===== src/rtl/ac3sfa_pkg.sv =====
// types, constants and rate tables of the ac3 sync frame assembler
package ac3sfa_pkg;

  localparam int unsigned MAX_FRAME_BYTES = 3840;

  localparam logic [15:0] SYNC_WORD  = 16'h0B77;
  localparam logic [15:0] HUNT_FILL  = 16'hFFFF;
  localparam logic [7:0]  SYNC_HI    = 8'h0B;
  localparam logic [7:0]  SYNC_LO    = 8'h77;
  localparam logic [7:0]  BSID_LIMIT = 8'h60;
  localparam logic [5:0]  FRMSIZE_LIMIT = 6'd38;

  // frame positions of interest
  localparam logic [11:0] POS_AFTER_SYNC = 12'd2;
  localparam logic [11:0] POS_SIZE_CODE  = 12'd4;
  localparam logic [11:0] POS_BSID       = 12'd5;

  typedef enum logic [1:0] {
    FS_48K  = 2'd0,
    FS_44K1 = 2'd1,
    FS_32K  = 2'd2,
    FS_RSVD = 2'd3
  } fscod_t;

  // one result item
  typedef struct packed {
    logic [7:0]  out_byte;
    logic        frame_first;
    logic        frame_last;
    logic        header_error;
    logic [11:0] frame_bytes;
    logic        run_end;
  } res_t;

  // results produced by one request, written to the output queue together
  typedef struct packed {
    logic [1:0] cnt;
    res_t       r0;
    res_t       r1;
  } push_t;

  // nominal bit rate in kbit/s
  function automatic logic [9:0] rate_kbps(input logic [4:0] idx);
    logic [9:0] r;
    case (idx)
      5'd0:    r = 10'd32;
      5'd1:    r = 10'd40;
      5'd2:    r = 10'd48;
      5'd3:    r = 10'd56;
      5'd4:    r = 10'd64;
      5'd5:    r = 10'd80;
      5'd6:    r = 10'd96;
      5'd7:    r = 10'd112;
      5'd8:    r = 10'd128;
      5'd9:    r = 10'd160;
      5'd10:   r = 10'd192;
      5'd11:   r = 10'd224;
      5'd12:   r = 10'd256;
      5'd13:   r = 10'd320;
      5'd14:   r = 10'd384;
      5'd15:   r = 10'd448;
      5'd16:   r = 10'd512;
      5'd17:   r = 10'd576;
      5'd18:   r = 10'd640;
      default: r = 10'd0;
    endcase
    return r;
  endfunction

  // floor(320 * rate / 147), the 44.1 kHz frame length in 16-bit words
  function automatic logic [10:0] rate_44k1(input logic [4:0] idx);
    logic [10:0] r;
    case (idx)
      5'd0:    r = 11'd69;
      5'd1:    r = 11'd87;
      5'd2:    r = 11'd104;
      5'd3:    r = 11'd121;
      5'd4:    r = 11'd139;
      5'd5:    r = 11'd174;
      5'd6:    r = 11'd208;
      5'd7:    r = 11'd243;
      5'd8:    r = 11'd278;
      5'd9:    r = 11'd348;
      5'd10:   r = 11'd417;
      5'd11:   r = 11'd487;
      5'd12:   r = 11'd557;
      5'd13:   r = 11'd696;
      5'd14:   r = 11'd835;
      5'd15:   r = 11'd975;
      5'd16:   r = 11'd1114;
      5'd17:   r = 11'd1253;
      5'd18:   r = 11'd1393;
      default: r = 11'd0;
    endcase
    return r;
  endfunction

  // frame length in bytes, zero when the header is invalid
  function automatic logic [11:0] frame_length(input logic [7:0] code,
                                               input logic [7:0] bsid_byte);
    logic [5:0]  fsc;
    logic [4:0]  idx;
    logic [9:0]  rate;
    logic [12:0] len;
    fsc  = code[5:0];
    idx  = fsc[5:1];
    rate = rate_kbps(idx);
    case (fscod_t'(code[7:6]))
      FS_48K:  len = {1'b0, rate, 2'b00};
      FS_44K1: len = {({1'b0, rate_44k1(idx)} + {11'd0, fsc[0]}), 1'b0};
      FS_32K:  len = {1'b0, rate, 2'b00} + {2'b00, rate, 1'b0};
      default: len = 13'd0;
    endcase
    if (bsid_byte >= BSID_LIMIT || fsc >= FRMSIZE_LIMIT ||
        len > 13'(MAX_FRAME_BYTES)) begin
      len = 13'd0;
    end
    return len[11:0];
  endfunction

endpackage


===== src/rtl/ac3sfa_stream_if.sv =====
// valid/ready channel interfaces for the byte stream and the frame results
interface ac3sfa_in_if;
  logic       valid;
  logic       ready;
  logic [7:0] in_byte;
  logic       flush;

  modport source (output valid, output in_byte, output flush, input ready);
  modport sink   (input valid, input in_byte, input flush, output ready);
endinterface

interface ac3sfa_out_if;
  logic        valid;
  logic        ready;
  logic [7:0]  out_byte;
  logic        frame_first;
  logic        frame_last;
  logic        header_error;
  logic [11:0] frame_bytes;
  logic        run_end;

  modport source (output valid, output out_byte, output frame_first, output frame_last,
                  output header_error, output frame_bytes, output run_end,
                  input ready);
  modport sink   (input valid, input out_byte, input frame_first, input frame_last,
                  input header_error, input frame_bytes, input run_end,
                  output ready);
endinterface


===== src/rtl/ac3sfa_out_fifo.sv =====
// four-entry result queue taking up to two results per cycle
module ac3sfa_out_fifo (
  input  logic              clk,
  input  logic              rst_n,
  input  ac3sfa_pkg::push_t push,
  output logic              room2,
  output logic              out_valid,
  input  logic              out_ready,
  output ac3sfa_pkg::res_t  out_res
);

  ac3sfa_pkg::res_t mem_r [4];
  logic [1:0] wr_ptr_r, wr_ptr_nxt;
  logic [1:0] rd_ptr_r, rd_ptr_nxt;
  logic [2:0] count_r, count_nxt;
  logic       pop;

  assign pop       = out_valid && out_ready;
  assign out_valid = (count_r != 3'd0);
  assign out_res   = mem_r[rd_ptr_r];
  assign room2     = (count_r <= 3'd2);

  // pointer and fill count update
  always_comb begin
    wr_ptr_nxt = wr_ptr_r + push.cnt;
    rd_ptr_nxt = rd_ptr_r + {1'b0, pop};
    count_nxt  = count_r + {1'b0, push.cnt} - {2'b00, pop};
  end

  always_ff @(posedge clk) begin
    if (!rst_n) begin
      wr_ptr_r <= '0;
      rd_ptr_r <= '0;
      count_r  <= '0;
    end else begin
      wr_ptr_r <= wr_ptr_nxt;
      rd_ptr_r <= rd_ptr_nxt;
      count_r  <= count_nxt;
    end
  end

  // storage, no reset
  always_ff @(posedge clk) begin
    if (push.cnt != 2'd0) begin
      mem_r[wr_ptr_r] <= push.r0;
    end
    if (push.cnt == 2'd2) begin
      mem_r[wr_ptr_r + 2'd1] <= push.r1;
    end
  end

endmodule


===== src/rtl/ac3sfa_parser.sv =====
// request register, sync hunt, frame position tracking and header check
module ac3sfa_parser (
  input  logic              clk,
  input  logic              rst_n,
  input  logic              req_valid,
  output logic              req_ready,
  input  logic [7:0]        req_byte,
  input  logic              req_flush,
  input  logic              room2,
  output ac3sfa_pkg::push_t push
);

  logic        stg_valid_r;
  logic [7:0]  stg_byte_r;
  logic        stg_flush_r;
  logic        adv;

  logic [15:0] shift_r, shift_nxt;
  logic        in_frame_r, in_frame_nxt;
  logic [11:0] pos_r, pos_nxt;
  logic [11:0] target_r, target_nxt;
  logic [7:0]  code_r, code_nxt;

  assign adv       = stg_valid_r && room2;
  assign req_ready = !stg_valid_r || adv;

  // request register
  always_ff @(posedge clk) begin
    if (!rst_n) begin
      stg_valid_r <= 1'b0;
    end else if (req_ready) begin
      stg_valid_r <= req_valid;
    end
  end

  always_ff @(posedge clk) begin
    if (req_ready && req_valid) begin
      stg_byte_r  <= req_byte;
      stg_flush_r <= req_flush;
    end
  end

  // per-byte frame logic
  always_comb begin
    logic [11:0] tgt;
    logic [11:0] len;
    logic        err;
    logic        last;
    shift_nxt    = shift_r;
    in_frame_nxt = in_frame_r;
    pos_nxt      = pos_r;
    target_nxt   = target_r;
    code_nxt     = code_r;
    push         = '0;
    tgt          = target_r;
    len          = '0;
    err          = 1'b0;
    last         = 1'b0;
    if (adv) begin
      if (stg_flush_r) begin
        shift_nxt    = ac3sfa_pkg::HUNT_FILL;
        in_frame_nxt = 1'b0;
        pos_nxt      = '0;
        target_nxt   = '0;
        code_nxt     = '0;
      end else if (!in_frame_r) begin
        // hunting: look for the sync word
        shift_nxt = {shift_r[7:0], stg_byte_r};
        if (shift_nxt == ac3sfa_pkg::SYNC_WORD) begin
          in_frame_nxt          = 1'b1;
          pos_nxt               = ac3sfa_pkg::POS_AFTER_SYNC;
          target_nxt            = '0;
          push.cnt              = 2'd2;
          push.r0.out_byte      = ac3sfa_pkg::SYNC_HI;
          push.r0.frame_first   = 1'b1;
          push.r1.out_byte      = ac3sfa_pkg::SYNC_LO;
          push.r1.run_end       = 1'b1;
        end
      end else begin
        if (pos_r == ac3sfa_pkg::POS_SIZE_CODE) begin
          code_nxt = stg_byte_r;
        end
        // header check at the bsid byte
        if (pos_r == ac3sfa_pkg::POS_BSID) begin
          len = ac3sfa_pkg::frame_length(code_r, stg_byte_r);
          if (len == 12'd0) begin
            err = 1'b1;
          end else begin
            tgt = len;
          end
        end
        last = !err && (pos_r >= ac3sfa_pkg::POS_BSID) &&
               (({1'b0, pos_r} + 13'd1) >= {1'b0, tgt});
        push.cnt         = 2'd1;
        push.r0.out_byte = stg_byte_r;
        push.r0.run_end  = 1'b1;
        if (err || last) begin
          push.r0.header_error = err;
          push.r0.frame_last   = last;
          push.r0.frame_bytes  = err ? 12'd0 : tgt;
          shift_nxt            = ac3sfa_pkg::HUNT_FILL;
          in_frame_nxt         = 1'b0;
          pos_nxt              = '0;
          target_nxt           = '0;
        end else begin
          push.r0.frame_bytes = tgt;
          target_nxt          = tgt;
          pos_nxt             = pos_r + 12'd1;
        end
      end
    end
  end

  // frame state
  always_ff @(posedge clk) begin
    if (!rst_n) begin
      shift_r    <= ac3sfa_pkg::HUNT_FILL;
      in_frame_r <= 1'b0;
      pos_r      <= '0;
      target_r   <= '0;
      code_r     <= '0;
    end else begin
      shift_r    <= shift_nxt;
      in_frame_r <= in_frame_nxt;
      pos_r      <= pos_nxt;
      target_r   <= target_nxt;
      code_r     <= code_nxt;
    end
  end

endmodule


===== src/rtl/ac3_sync_frame_assembler_top.sv =====
// top level of the ac3 sync frame assembler
//
// in_chan takes one stream byte per request (in_byte, flush). While hunting,
// bytes only enter the 16-bit sync register; when it reads 0x0B77 the block
// emits 0x0B (frame_first) and 0x77, then every frame byte as it arrives.
// frame_bytes carries the frame length from the bsid byte (position 5) on.
// A bad header gives header_error on the position-5 byte, the last byte of a
// frame gives frame_last; both return to hunting. flush on a request drops
// any frame and returns the parser state to reset, with no result.
// A result passes the request register and the result queue before it is
// offered on out_chan; both sync bytes enter the queue together, and the
// second is offered once the first is accepted. Throughput is one request
// per cycle while two queue entries are free, set by the request register
// and the parser step. Results wait in a four-entry queue; the request
// register stalls when fewer than two free entries remain, so a stalled
// receiver backs up into in_chan.ready after a few requests. Synchronous
// reset clears the queue and returns the parser to hunting.
module ac3_sync_frame_assembler_top (
  input  logic          clk,
  input  logic          rst_n,
  ac3sfa_in_if.sink     in_chan,
  ac3sfa_out_if.source  out_chan
);

  ac3sfa_pkg::push_t push;
  ac3sfa_pkg::res_t  out_res;
  logic              room2;

  // byte parser
  ac3sfa_parser u_parser (
    .clk       (clk),
    .rst_n     (rst_n),
    .req_valid (in_chan.valid),
    .req_ready (in_chan.ready),
    .req_byte  (in_chan.in_byte),
    .req_flush (in_chan.flush),
    .room2     (room2),
    .push      (push)
  );

  // result queue
  ac3sfa_out_fifo u_fifo (
    .clk       (clk),
    .rst_n     (rst_n),
    .push      (push),
    .room2     (room2),
    .out_valid (out_chan.valid),
    .out_ready (out_chan.ready),
    .out_res   (out_res)
  );

  // result fields to the channel
  assign out_chan.out_byte     = out_res.out_byte;
  assign out_chan.frame_first  = out_res.frame_first;
  assign out_chan.frame_last   = out_res.frame_last;
  assign out_chan.header_error = out_res.header_error;
  assign out_chan.frame_bytes  = out_res.frame_bytes;
  assign out_chan.run_end      = out_res.run_end;

endmodule


===== src/flat_wrapper.sv =====
// flat-port wrapper written by rule: the top's interface ports become plain ports
module ac3_sync_frame_assembler_top_flat 
  (clk, rst_n, in_chan_valid, in_chan_in_byte, in_chan_flush, in_chan_ready, out_chan_valid, out_chan_out_byte, out_chan_frame_first, out_chan_frame_last, out_chan_header_error, out_chan_frame_bytes, out_chan_run_end, out_chan_ready);
  ac3sfa_in_if in_chan_i ();
  ac3sfa_out_if out_chan_i ();
  input  logic clk;
  input  logic rst_n;
  input wire logic [$bits(in_chan_i.valid)-1:0] in_chan_valid;
  input wire logic [$bits(in_chan_i.in_byte)-1:0] in_chan_in_byte;
  input wire logic [$bits(in_chan_i.flush)-1:0] in_chan_flush;
  output wire logic [$bits(in_chan_i.ready)-1:0] in_chan_ready;
  output wire logic [$bits(out_chan_i.valid)-1:0] out_chan_valid;
  output wire logic [$bits(out_chan_i.out_byte)-1:0] out_chan_out_byte;
  output wire logic [$bits(out_chan_i.frame_first)-1:0] out_chan_frame_first;
  output wire logic [$bits(out_chan_i.frame_last)-1:0] out_chan_frame_last;
  output wire logic [$bits(out_chan_i.header_error)-1:0] out_chan_header_error;
  output wire logic [$bits(out_chan_i.frame_bytes)-1:0] out_chan_frame_bytes;
  output wire logic [$bits(out_chan_i.run_end)-1:0] out_chan_run_end;
  input wire logic [$bits(out_chan_i.ready)-1:0] out_chan_ready;
  assign in_chan_i.valid = in_chan_valid;
  assign in_chan_i.in_byte = in_chan_in_byte;
  assign in_chan_i.flush = in_chan_flush;
  assign in_chan_ready = in_chan_i.ready;
  assign out_chan_valid = out_chan_i.valid;
  assign out_chan_out_byte = out_chan_i.out_byte;
  assign out_chan_frame_first = out_chan_i.frame_first;
  assign out_chan_frame_last = out_chan_i.frame_last;
  assign out_chan_header_error = out_chan_i.header_error;
  assign out_chan_frame_bytes = out_chan_i.frame_bytes;
  assign out_chan_run_end = out_chan_i.run_end;
  assign out_chan_i.ready = out_chan_ready;
  ac3_sync_frame_assembler_top u_core (.clk(clk), .rst_n(rst_n), .in_chan(in_chan_i), .out_chan(out_chan_i));
endmodule

===== config.mk =====
export PLATFORM = sky130hd
export DESIGN_NAME = ac3_sync_frame_assembler_top_flat
export DESIGN_NICKNAME = d
export VERILOG_FILES = /design/src/rtl/ac3sfa_pkg.sv /design/src/rtl/ac3sfa_stream_if.sv /design/src/rtl/ac3sfa_out_fifo.sv /design/src/rtl/ac3sfa_parser.sv /design/src/rtl/ac3_sync_frame_assembler_top.sv /design/src/flat_wrapper.sv
export SDC_FILE = /design/constraint.sdc
export NUM_CORES = 1
export LEC_CHECK = 0
export BUFFER_PORTS_ARGS = -buffer_cell sky130_fd_sc_hd__buf_4
export CORE_MARGIN = 10
export CORE_UTILIZATION = 50
export CTS_CLUSTER_SIZE = 30
export DETAILED_ROUTE_END_ITERATION = 10
export PLACE_DENSITY_LB_ADDON = 0.05
export REMOVE_ABC_BUFFERS = 1
export SLEW_MARGIN = 20
export SYNTH_ARGS = -nofsm -noshare
export SYNTH_HDL_FRONTEND = slang
export SYNTH_SLANG_ARGS = --single-unit
export TNS_END_PERCENT = 30

===== constraint.sdc =====
create_clock -name clk -period 10.32 [get_ports clk]
set_input_delay 0.516 -clock clk [delete_from_list [all_inputs] [get_ports clk]]
set_output_delay 0.516 -clock clk [all_outputs]
set_load 0.03 [all_outputs]

==> Word-level counts from Yosys, hierarchy flattened <==
Memories as Yosys holds them, arrays and structs flattened. A register that Yosys moved wholly into a read port is not among the register bits.
Cells that the tools add are included.
{ "word_totals": {"ff_bits": 58, "latch_bits": 0, "ram_bits": 96, "romBits": 576, "inputBits": 13, "out_inout_bits": 26, "memories": 3} }
{ "mem_list": {"columns": ["memory", "words", "word_bits", "read_ports", "rd_ports_with_merged_regs", "write_ports", "line", "source"], "rows": [
  ["(no name shown)", 32, 11, 1, 1, 0, "ac3sfa_pkg.sv:73", "case (idx)"],
  ["(no name shown)", 32, 7, 1, 1, 0, "ac3sfa_pkg.sv:45", "case (idx)"],
  ["u_core.u_fifo.mem_r", 4, 24, 1, 1, 2, "ac3sfa_out_fifo.sv:12", "ac3sfa_pkg::res_t mem_r [4];"]
]} }
{ "classes": {"add_sub_neg": 9, "multipliers": 0, "n_div": 0, "magnitude_cmp": 6, "n_eq_ne": 7, "shift": 0, "n_mux": 70, "bitwise_logic": 0, "n_reduce_logical": 21} }
{ "op_table": {"columns": ["op", "n"], "rows": [
  ["12-bit 2-to-1 mux", 20],
  ["34-bit 2-to-1 mux", 2],
  ["11-bit 2-to-1 mux", 6],
  ["8-bit 2-to-1 mux", 7],
  ["13-bit 2-to-1 mux", 4],
  ["10-bit 2-to-1 mux", 5],
  ["13-bit one-hot mux with 3 select lines", 1],
  ["12-bit by 3-bit == test with 1-bit output, second input constant", 2],
  ["5-bit 2-to-1 mux", 4],
  ["1-bit 2-to-1 mux", 17],
  ["16-bit by 12-bit == test with 1-bit output, second input constant", 1],
  ["15-bit 2-to-1 mux", 1],
  ["12-bit by 1-bit adder with 13-bit output, second input constant", 1],
  ["12-bit by 11-bit adder with 13-bit output", 1],
  ["13-bit by 12-bit >= comparator with 1-bit output", 1],
  ["13-bit by 12-bit greater-than comparator with 1-bit output, second input constant", 1],
  ["11-bit by 1-bit adder with 12-bit output", 1],
  ["12-bit by 1-bit adder with 12-bit output, second input constant", 1],
  ["12-bit by 3-bit >= comparator with 1-bit output, second input constant", 1],
  ["12-bit logical NOT", 1],
  ["8-bit by 7-bit >= comparator with 1-bit output, second input constant", 1],
  ["7-bit 2-to-1 mux", 1],
  ["6-bit >= comparator, second input constant", 1],
  ["2-bit nonzero test", 3],
  ["17 further kinds", 29]
]} }

==> Depth between registers and ports, before layout <==
Gate-level depths: netlist (run 1).
{ "logic_depth": {"word_depth": 36, "ltp_mapped": 23, "ltp_nobuf": 21} }

==> Hierarchy <==
From an unflattened synthesis (run 1), not the netlist that was laid out.
{ "unflattened": {"cells_unflattened": 824, "area_unflattened_um2": 9809.4} }
{ "by_module_without_submodules": {"columns": ["mod", "instances", "cells_each", "area_each_um2"], "rows": [
  ["ac3sfa_out_fifo", 1, 280, 5136.2],
  ["ac3sfa_parser", 1, 544, 4673.2]
]} }

==> Least setup slack after synthesis (run 1) <==
No wires, ideal clock.
{ "synth_timing": {"path_type": "register -> register", "from": "reg (tool-made name)", "to": "reg u_core.u_parser.pos_r[2]", "arrival_time_ns": 5.122, "t_required_ns": 10.198, "path_slack_ns": 5.076, "stages_incl_launch_ff": 24, "path_buffers": 3, "synth_period_minus_slack_ns": 5.244, "cell_sequence": "dfxtp_1 ha_1 fa_1 a211oi_1 o21bai_1 a21oi_1 mux2i_1 o22ai_1 a41o_1 or2_1 buf_2 nor2_1 buf_4 a31oi_1 ha_1 a21boi_0 o21ai_0 a21o_1 a31oi_1 a2bb2oi_1 or3_1 clkbuf_1 a21oi_2 a221o_1"} }
{ "synth_lines": {"columns": ["item", "line", "source"], "rows": [
  ["end signal: assignment", "ac3sfa_parser.sv:125", "pos_r <= pos_nxt;"],
  ["end: declaration", "ac3sfa_parser.sv:20", "logic [11:0] pos_r, pos_nxt;"]
]} }

==> metrics.md, run 1 <==
| Metric | Value |
|---|---|
| CP cell instances | ha_1 -> fa_1 -> a211oi_1 -> o21bai_1 -> a21oi_1 -> mux2i_1 -> o22ai_1 -> a41o_1 -> or2_1 -> nor2_1 -> buf_4 -> mux2i_1 -> ha_1 -> a2111oi_0 -> a31oi_1 -> a2bb2oi_1 -> or3_1 -> or4_4 -> o2bb2ai_1 |
| Portion of the clock cycle consumed by the worst path in the final layout | 0.599 |
| Cells after Synth | 882 |
| Slew at the pin with the worst max-slew slack | 1.03 ns |
| Floorplan core area | 16,600 µm² |
| Vias per Instance | 6.05 |
| Delay of the slowest cell on the worst path | 0.57 ns |
| Post-CTS resize count | 0 |
| Number of port buffers | 38 |
| Share of synthesized flip-flops with an asynchronous set or reset | 0 |
| Pin count of the biggest net entering global routing | 26 |
| Hold Path Class | primary input to flop |
| Relative slew slack | 0.316 |
| EDFF count, synth | 37 |
| Pwr dens | 163 nW/µm² |
| Count of TritonRoute iterations in the first routing pass | 5 |
| Total global-route track usage | 0.197 |
| Cell variety after synth | 78 |
| Kind of end point of the critical path | flop |
| Total leakage power | 3.71 nW |
| Antenna diodes | 0 |
| Max-cap viol count | 0 |
| Max Buffers Root-to-Sink | 2 |
| Cell types occupying the most area after synthesis | dfxtp_1 (31%), edfxtp_1 (13%), mux4_2 (6.4%), ha_1 (5.2%), nand2_1 (4.8%) |
| Min Tclk post-route | 6.18 ns |
| Global-route wire length before repair | 35,200 µm |
| Sequential element share of the synthesized area | 0.443 |
| Achievable frequency | 162 MHz |
| Number of global-route vias before repair | 6,636 |
| Share of the synthesized area in the top cell type | 0.312 |
| Final core utilization | 0.570 |
| Nature of the critical path startpoint | flop |
| Buf+Inv Stages, Crit Path | 1 |
| Count of buffers added by post-CTS timing repair for setup | 0 |
| Share of final-layout standard cells stronger than drive strength 1 | 0.135 |
| Critical path type | flop to flop |
| Maximum clock skew at final layout | 0.0184 ns |
| Routability cong. | 0.942 |
| Top Family by Delay on Critical Path | compound AO/OA/AOI/OAI gates |
| Hold Violations, Final | 0 |
| Hold Path Cell Cnt | 1 |
| Flip-flop and latch count after synthesis | 169 |
| Worst hold path startpoint | in_chan_in_byte[3] |
| Worst ir drop on vdd | 119 µV |
| Antenna viol nets, final | 0 |
| Iteration-0 DRC count of the detailed router | 704 |
| Total number of vias | 6,844 |
| Cell count after placement | 1,100 |
| Die Span Y | 150 µm |
| I/O pin count | 39 |
| Area growth from synthesis to layout | 11.5% |
| Hold path endpoint | u_core.u_parser.stg_byte_r[3]$_DFFE_PP_ |
| CTS H-Tree Depth | 4 |
| Post-route worst setup slack | 4.14 ns |
| Stages on the worst setup path | 19 |
| Nets | 949 |
| Slack of the worst reg-to-reg path | 4.14 ns |
| Most common library cells after synthesis | dfxtp_1 (132), nand2_1 (109), nor2_1 (76) |
| Routed length per instance | 19.4 µm |
| Most used flip-flop cell after synthesis | dfxtp_1 |
| Clock tree root driver cell | clkbuf_16 |
| Critical Path RT | 10.66 ns |
| Synthesized area per cell | 9.62 µm² |
| Setup TNS | 0 ns |
| Critical path arrival | 6.53 ns |
| Synth area leader | dfxtp_1 |
| Run status | finished, final reports clean |
| Clock sinks | 169 |
| Post-detailed-routing wire length | 22,000 µm |
| Slowest cell on the critical path | a41o_1 |
| Maximum fanout count along the critical path | 16 |
| Cell with the most instances after synthesis | dfxtp_1 |
| Post-cts hold buffer count | 0 |
| Area of the die | 22,600 µm² |
| Initial Utilization | 0.511 |
| Antenna violations before repair | 0 |
| HPWL after detailed placement | 15,900 µm |
| Number of buffers created by CTS | 17 |
| Worst slack at placement | 4.25 ns |
| Reg2Reg Capture Point | u_core.u_parser.target_r[8]$_SDFFE_PN0P_ |
| Clock transition at path regs | 0.07 ns |
| Setup repair after global routing missed its margin | false |
| Total count of max-transition violations in the final report | 0 |
| Total DRC errors in the routed layout | 0 |
| Yosys warning count | 0 |
| Die span in x | 150 µm |
| TritonCTS clock tree | built |
| Setup violation total in the final timing report | 0 |
| Logic depth of the worst register-to-register path | 19 |
| Source-to-sink clock delay at the later pin of the worst-skew pair | 0.43 ns |
| Post-Synthesis Cell Area | 8480 µm² |
| Post-layout instance count excluding filler cells | 1,132 |
| Rows | 47 |
| Remaining global-route overflow | 0 |
[report_power, final]
group	switching (mW)	internal, mW
combinational	0.105	0.0969
sequential	0.0448	0.694
clock	0.280	0.322
total	0.430	1.11
[per-layer routing]
metal  share of wire  track usage
met1            0.44        0.249
met2            0.49        0.326
met3           0.057       0.0420
met4           0.017       0.0661
met5               0            0
[layout make-up]
| class | count | area, µm² |
|---|---|---|
| fill | 1505 | 7130 |
| multi-input combinational | 631 | 4420 |
| sequential | 169 | 3750 |
| clock buffer | 19 | 443 |
| timing repair buffer | 42 | 315 |
| tap | 220 | 275 |
| inverter | 38 | 143 |
| clock inverter | 13 | 110 |
[worst max-delay path by stage]
stage | from | end
2_1_floorplan | flop | u_core.u_parser.target_r[7]$_SDFFE_PN0P_
3_3_place_gp | flop | u_core.u_parser.target_r[7]$_SDFFE_PN0P_
3_5_place_dp | flop | u_core.u_parser.target_r[8]$_SDFFE_PN0P_
4_1_cts | flop | u_core.u_parser.target_r[8]$_SDFFE_PN0P_
5_1_grt | flop | u_core.u_parser.pos_r[0]$_SDFFE_PN0P_
6_report | flop | u_core.u_parser.target_r[8]$_SDFFE_PN0P_
[metrics by stage]
stage	hold WS [ns]	instance area (µm²)	power, mW
floorplan	0.418	8300	0.889
global placement	0.428	8900	0.954
detailed placement	0.439	8900	0.961
CTS	0.254	9460	1.55
global route	0.253	9460	1.60
finish	0.263	9460	1.54
[registers in the layout, indices dropped and copies added (netlist names), named ones only]
| signal | count |
|---|---|
| u_core.u_fifo.count_r | 3 |
| u_core.u_parser.stg_flush_r | 1 |
| u_core.u_parser.code_r | 8 |
| u_core.u_parser.stg_byte_r | 8 |
| u_core.u_parser.target_r | 12 |
| u_core.u_fifo.wr_ptr_r | 2 |
| u_core.u_parser.shift_r | 8 |
| u_core.u_parser.pos_r | 12 |
| u_core.u_parser.stg_valid_r | 1 |
| u_core.u_fifo.mem_r | 96 |
| u_core.u_parser.in_frame_r | 1 |
| u_core.u_fifo.rd_ptr_r | 2 |
[placed cells by master (no fill, tap or decap), types with 13 or more instances in the layout]
master     count
a31oi_1       15
edfxtp_1      37
nand2_1      109
nor2_1        76
ha_1          35
o211ai_1      15
buf_4         42
o21ai_0       61
a21oi_1       17
and2_1        28
nand3_1       44
inv_1         37
xnor2_1       13
clkbuf_16     17
dfxtp_1      131
mux2i_1       15
mux4_2        24
[logic make-up after synthesis]
logic type | synth area share
AND/OR/NAND/NOR | 0.191
AO/OA/AOI/OAI | 0.169
adder cells (fa/ha/maj) | 0.0564
flip-flops | 0.443
multiplexers | 0.0828
buffers and inverters | 0.0379
XOR/XNOR | 0.0207
[worst reg2reg max path, stage by stage, from the launching register on]
cell and delay (ns):
dfxtp_1 0.36, ha_1 0.25, fa_1 0.40, a211oi_1 0.36
o21bai_1 0.12, a21oi_1 0.19, mux2i_1 0.09, o22ai_1 0.39
a41o_1 0.57, or2_1 0.53, nor2_1 0.10, buf_4 0.23
mux2i_1 0.19, ha_1 0.27, a2111oi_0 0.41, a31oi_1 0.14
a2bb2oi_1 0.25, or3_1 0.58, or4_4 0.52, o2bb2ai_1 0.16
Power figures use the tool's default switching activity.
==> inputs of run 2 (changes only) <==
- clock period: 10.32 -> 6.2 ns (I/O delays scaled with it)
==> metrics.md, run 2 (synthesized netlist as in run 1, its figures left out) <==
| Metric | Value |
|---|---|
| Number of port buffers | 38 (unchanged) |
| Hold Violations, Final | 0 (unchanged) |
| Critical path arrival | 6.12 ns (-0.41 ns) |
| Total DRC errors in the routed layout | 0 (unchanged) |
| Nets | 951 (+0.21%) |
| Remaining global-route overflow | 0 (unchanged) |
| Clock transition at path regs | 0.07 ns (about the same) |
| Maximum clock skew at final layout | 0.0132 ns (-0.00520 ns) |
| Number of inserted filler cells in the final layout | 1,449 (-3.7%) |
| Achievable frequency | 174 MHz (+7.3%) |
| Buf+Inv Stages, Crit Path | 1 (unchanged) |
| Worst ir drop on vdd | 192 µV (+62%) |
| FF+latch area | 3750 µm² (unchanged) |
| Slack of the worst reg-to-reg path | 0.44 ns (-3.70 ns) |
| CTS H-Tree Depth | 4 (unchanged) |
| Delay of the slowest cell on the worst path | 0.55 ns (-0.02 ns) |
| Vias per Instance | 6.09 (+0.80%) |
| Max-cap viol count | 0 (unchanged) |
| Die Span Y | 150 µm (unchanged) |
| Maximum fanout count along the critical path | 16 (unchanged) |
| Hold Path Class | primary input to flop |
| Max Buffers Root-to-Sink | 2 (unchanged) |
| Rows | 47 (unchanged) |
| Initial Utilization | 0.511 (unchanged) |
| Most common cell after layout, fill and taps aside | dfxtp_1 |
| TritonCTS clock tree | built |
| Global-route wire length before repair | 35,600 µm (+1.1%) |
| Number of buffers created by CTS | 17 (unchanged) |
| Slowest cell on the critical path | or3_1 |
| Count of TritonRoute iterations in the first routing pass | 6 (+1) |
| Slew at the pin with the worst max-slew slack | 1.04 ns (+0.0116 ns) |
| Routability cong. | 0.907 (-3.8%) |
| Total number of vias | 6,905 (+0.89%) |
| Antenna violations before repair | 0 (unchanged) |
| I/O pin count | 39 (unchanged) |
| Worst slack at placement | 0.558 ns (-3.69 ns) |
| Total leakage power | 3.73 nW (+0.45%) |
| Footprint of the multi-input gates | 4420 µm² (+0.20%) |
| Post-cts hold buffer count | 0 (unchanged) |
| CP cell instances | ha_1 -> fa_1 -> a211oi_1 -> o21bai_1 -> a21oi_1 -> mux2i_1 -> o22ai_1 -> a41o_1 -> or2_1 -> nor2_1 -> buf_4 -> mux2i_1 -> ha_1 -> a2111oi_0 -> a31oi_1 -> a2bb2oi_1 -> or3_1 -> or4_4 -> o2bb2ai_1 |
| Die span in x | 150 µm (unchanged) |
| Critical path type | flop to flop |
| Pin count of the biggest net entering global routing | 26 (unchanged) |
| Min Tclk post-route | 5.76 ns (-0.420 ns) |
| Pwr dens | 276 nW/µm² (+69%) |
| Source-to-sink clock delay at the later pin of the worst-skew pair | 0.43 ns (about the same) |
| Setup violation total in the final timing report | 0 (unchanged) |
| Portion of the clock cycle consumed by the worst path in the final layout | 0.930 (+0.330) |
| Total global-route track usage | 0.196 (-0.000671) |
| Biggest registers after layout | u_core.u_fifo.mem_r x96, u_core.u_parser.pos_r x12, u_core.u_parser.target_r x12 |
| Floorplan core area | 16,600 µm² (unchanged) |
| Post-route worst setup slack | 0.437 ns (-3.70 ns) |
| Post-detailed-routing wire length | 22,000 µm (+0.36%) |
| Top Family by Delay on Critical Path | compound AO/OA/AOI/OAI gates |
| Antenna diodes | 0 (unchanged) |
| HPWL after detailed placement | 16,000 µm (+0.49%) |
| Share of final-layout standard cells stronger than drive strength 1 | 0.135 (-0.000148) |
| Antenna viol nets, final | 0 (unchanged) |
| Total count of max-transition violations in the final report | 0 (unchanged) |
| Number of global-route vias before repair | 6,714 (+1.2%) |
| Commonest non-fill, non-tap cells in the layout | dfxtp_1 (131), nand2_1 (109), nor2_1 (76) |
| Final core utilization | 0.573 (+0.00264) |
| Clock tree root driver cell | clkbuf_16 |
| Flip-flop count of the largest register after layout | 96 (unchanged) |
| Nature of the critical path startpoint | flop |
| Relative slew slack | 0.309 (-0.00761) |
| Largest register by flop count | u_core.u_fifo.mem_r |
| Area of the die | 22,600 µm² (unchanged) |
| Critical Path RT | 6.56 ns (-4.10 ns) |
| Clock sinks | 169 (unchanged) |
| Area growth from synthesis to layout | 12.0% |
| Iteration-0 DRC count of the detailed router | 721 (+2.4%) |
| Setup TNS | 0 ns (unchanged) |
| Routed length per instance | 19.5 µm (+0.27%) |
| Kind of end point of the critical path | flop |
| Run status | finished, final reports clean |
[run 2: timing repair]
action | CTS | global route
endpoints found under the setup margin | 0 | 10
buffers inserted | 0 | 0
resized for setup | 0 | 2
[run 2: report_power, final]
part           total, mW  internal (mW)  switching, mW
logic              0.341          0.163          0.178
registers           1.23           1.16         0.0740
clock network       1.05          0.599          0.450
[run 2: path summary, 6_finish.rpt]
kind	start	end	cells after the start
hold / removal	in_chan_in_byte[4]	u_core.u_parser.stg_byte_r[4]$_DFFE_PP_	1
hold reg to reg	u_core.u_fifo.mem_r[0][15]$_SDFFE_PP0P_	u_core.u_fifo.mem_r[0][15]$_SDFFE_PP0P_	2
setup reg to reg	flop	u_core.u_parser.target_r[9]$_SDFFE_PN0P_	19
setup / recovery	flop	u_core.u_parser.target_r[9]$_SDFFE_PN0P_	19
[run 2: routing by layer]
layer | up-vias | GRT usage | share of wire
met1 | 3374 | 0.251 | 0.44
met5 | - | 0 | 0
met4 | 0 | 0.0588 | 0.014
li1 | 3253 | - | -
met2 | 248 | 0.330 | 0.49
met3 | 30 | 0.0345 | 0.055
[run 2: per-stage QoR]
| step | hold slack, ns | total power, mW | area, µm² | instances |
|---|---|---|---|---|
| after floorplan | 0.409 | 1.48 | 8300 | 838 |
| final | 0.0652 | 2.62 | 9500 | 1133 |
| after CTS | 0.0525 | 2.64 | 9490 | 1133 |
| after global routing | 0.0563 | 2.72 | 9500 | 1133 |
| after detailed placement | 0.434 | 1.60 | 8920 | 1102 |
| after global placement | 0.428 | 1.59 | 8910 | 1102 |
[run 2: layout make-up]
cell class                      count  share of cell area
Clock buffer                       19              0.0456
Clock inverter                     12              0.0148
Inverter                           38              0.0150
Multi-Input combinational cell    631               0.466
Sequential cell                   169               0.395
Tap cell                          220              0.0290
Timing Repair Buffer               44              0.0348
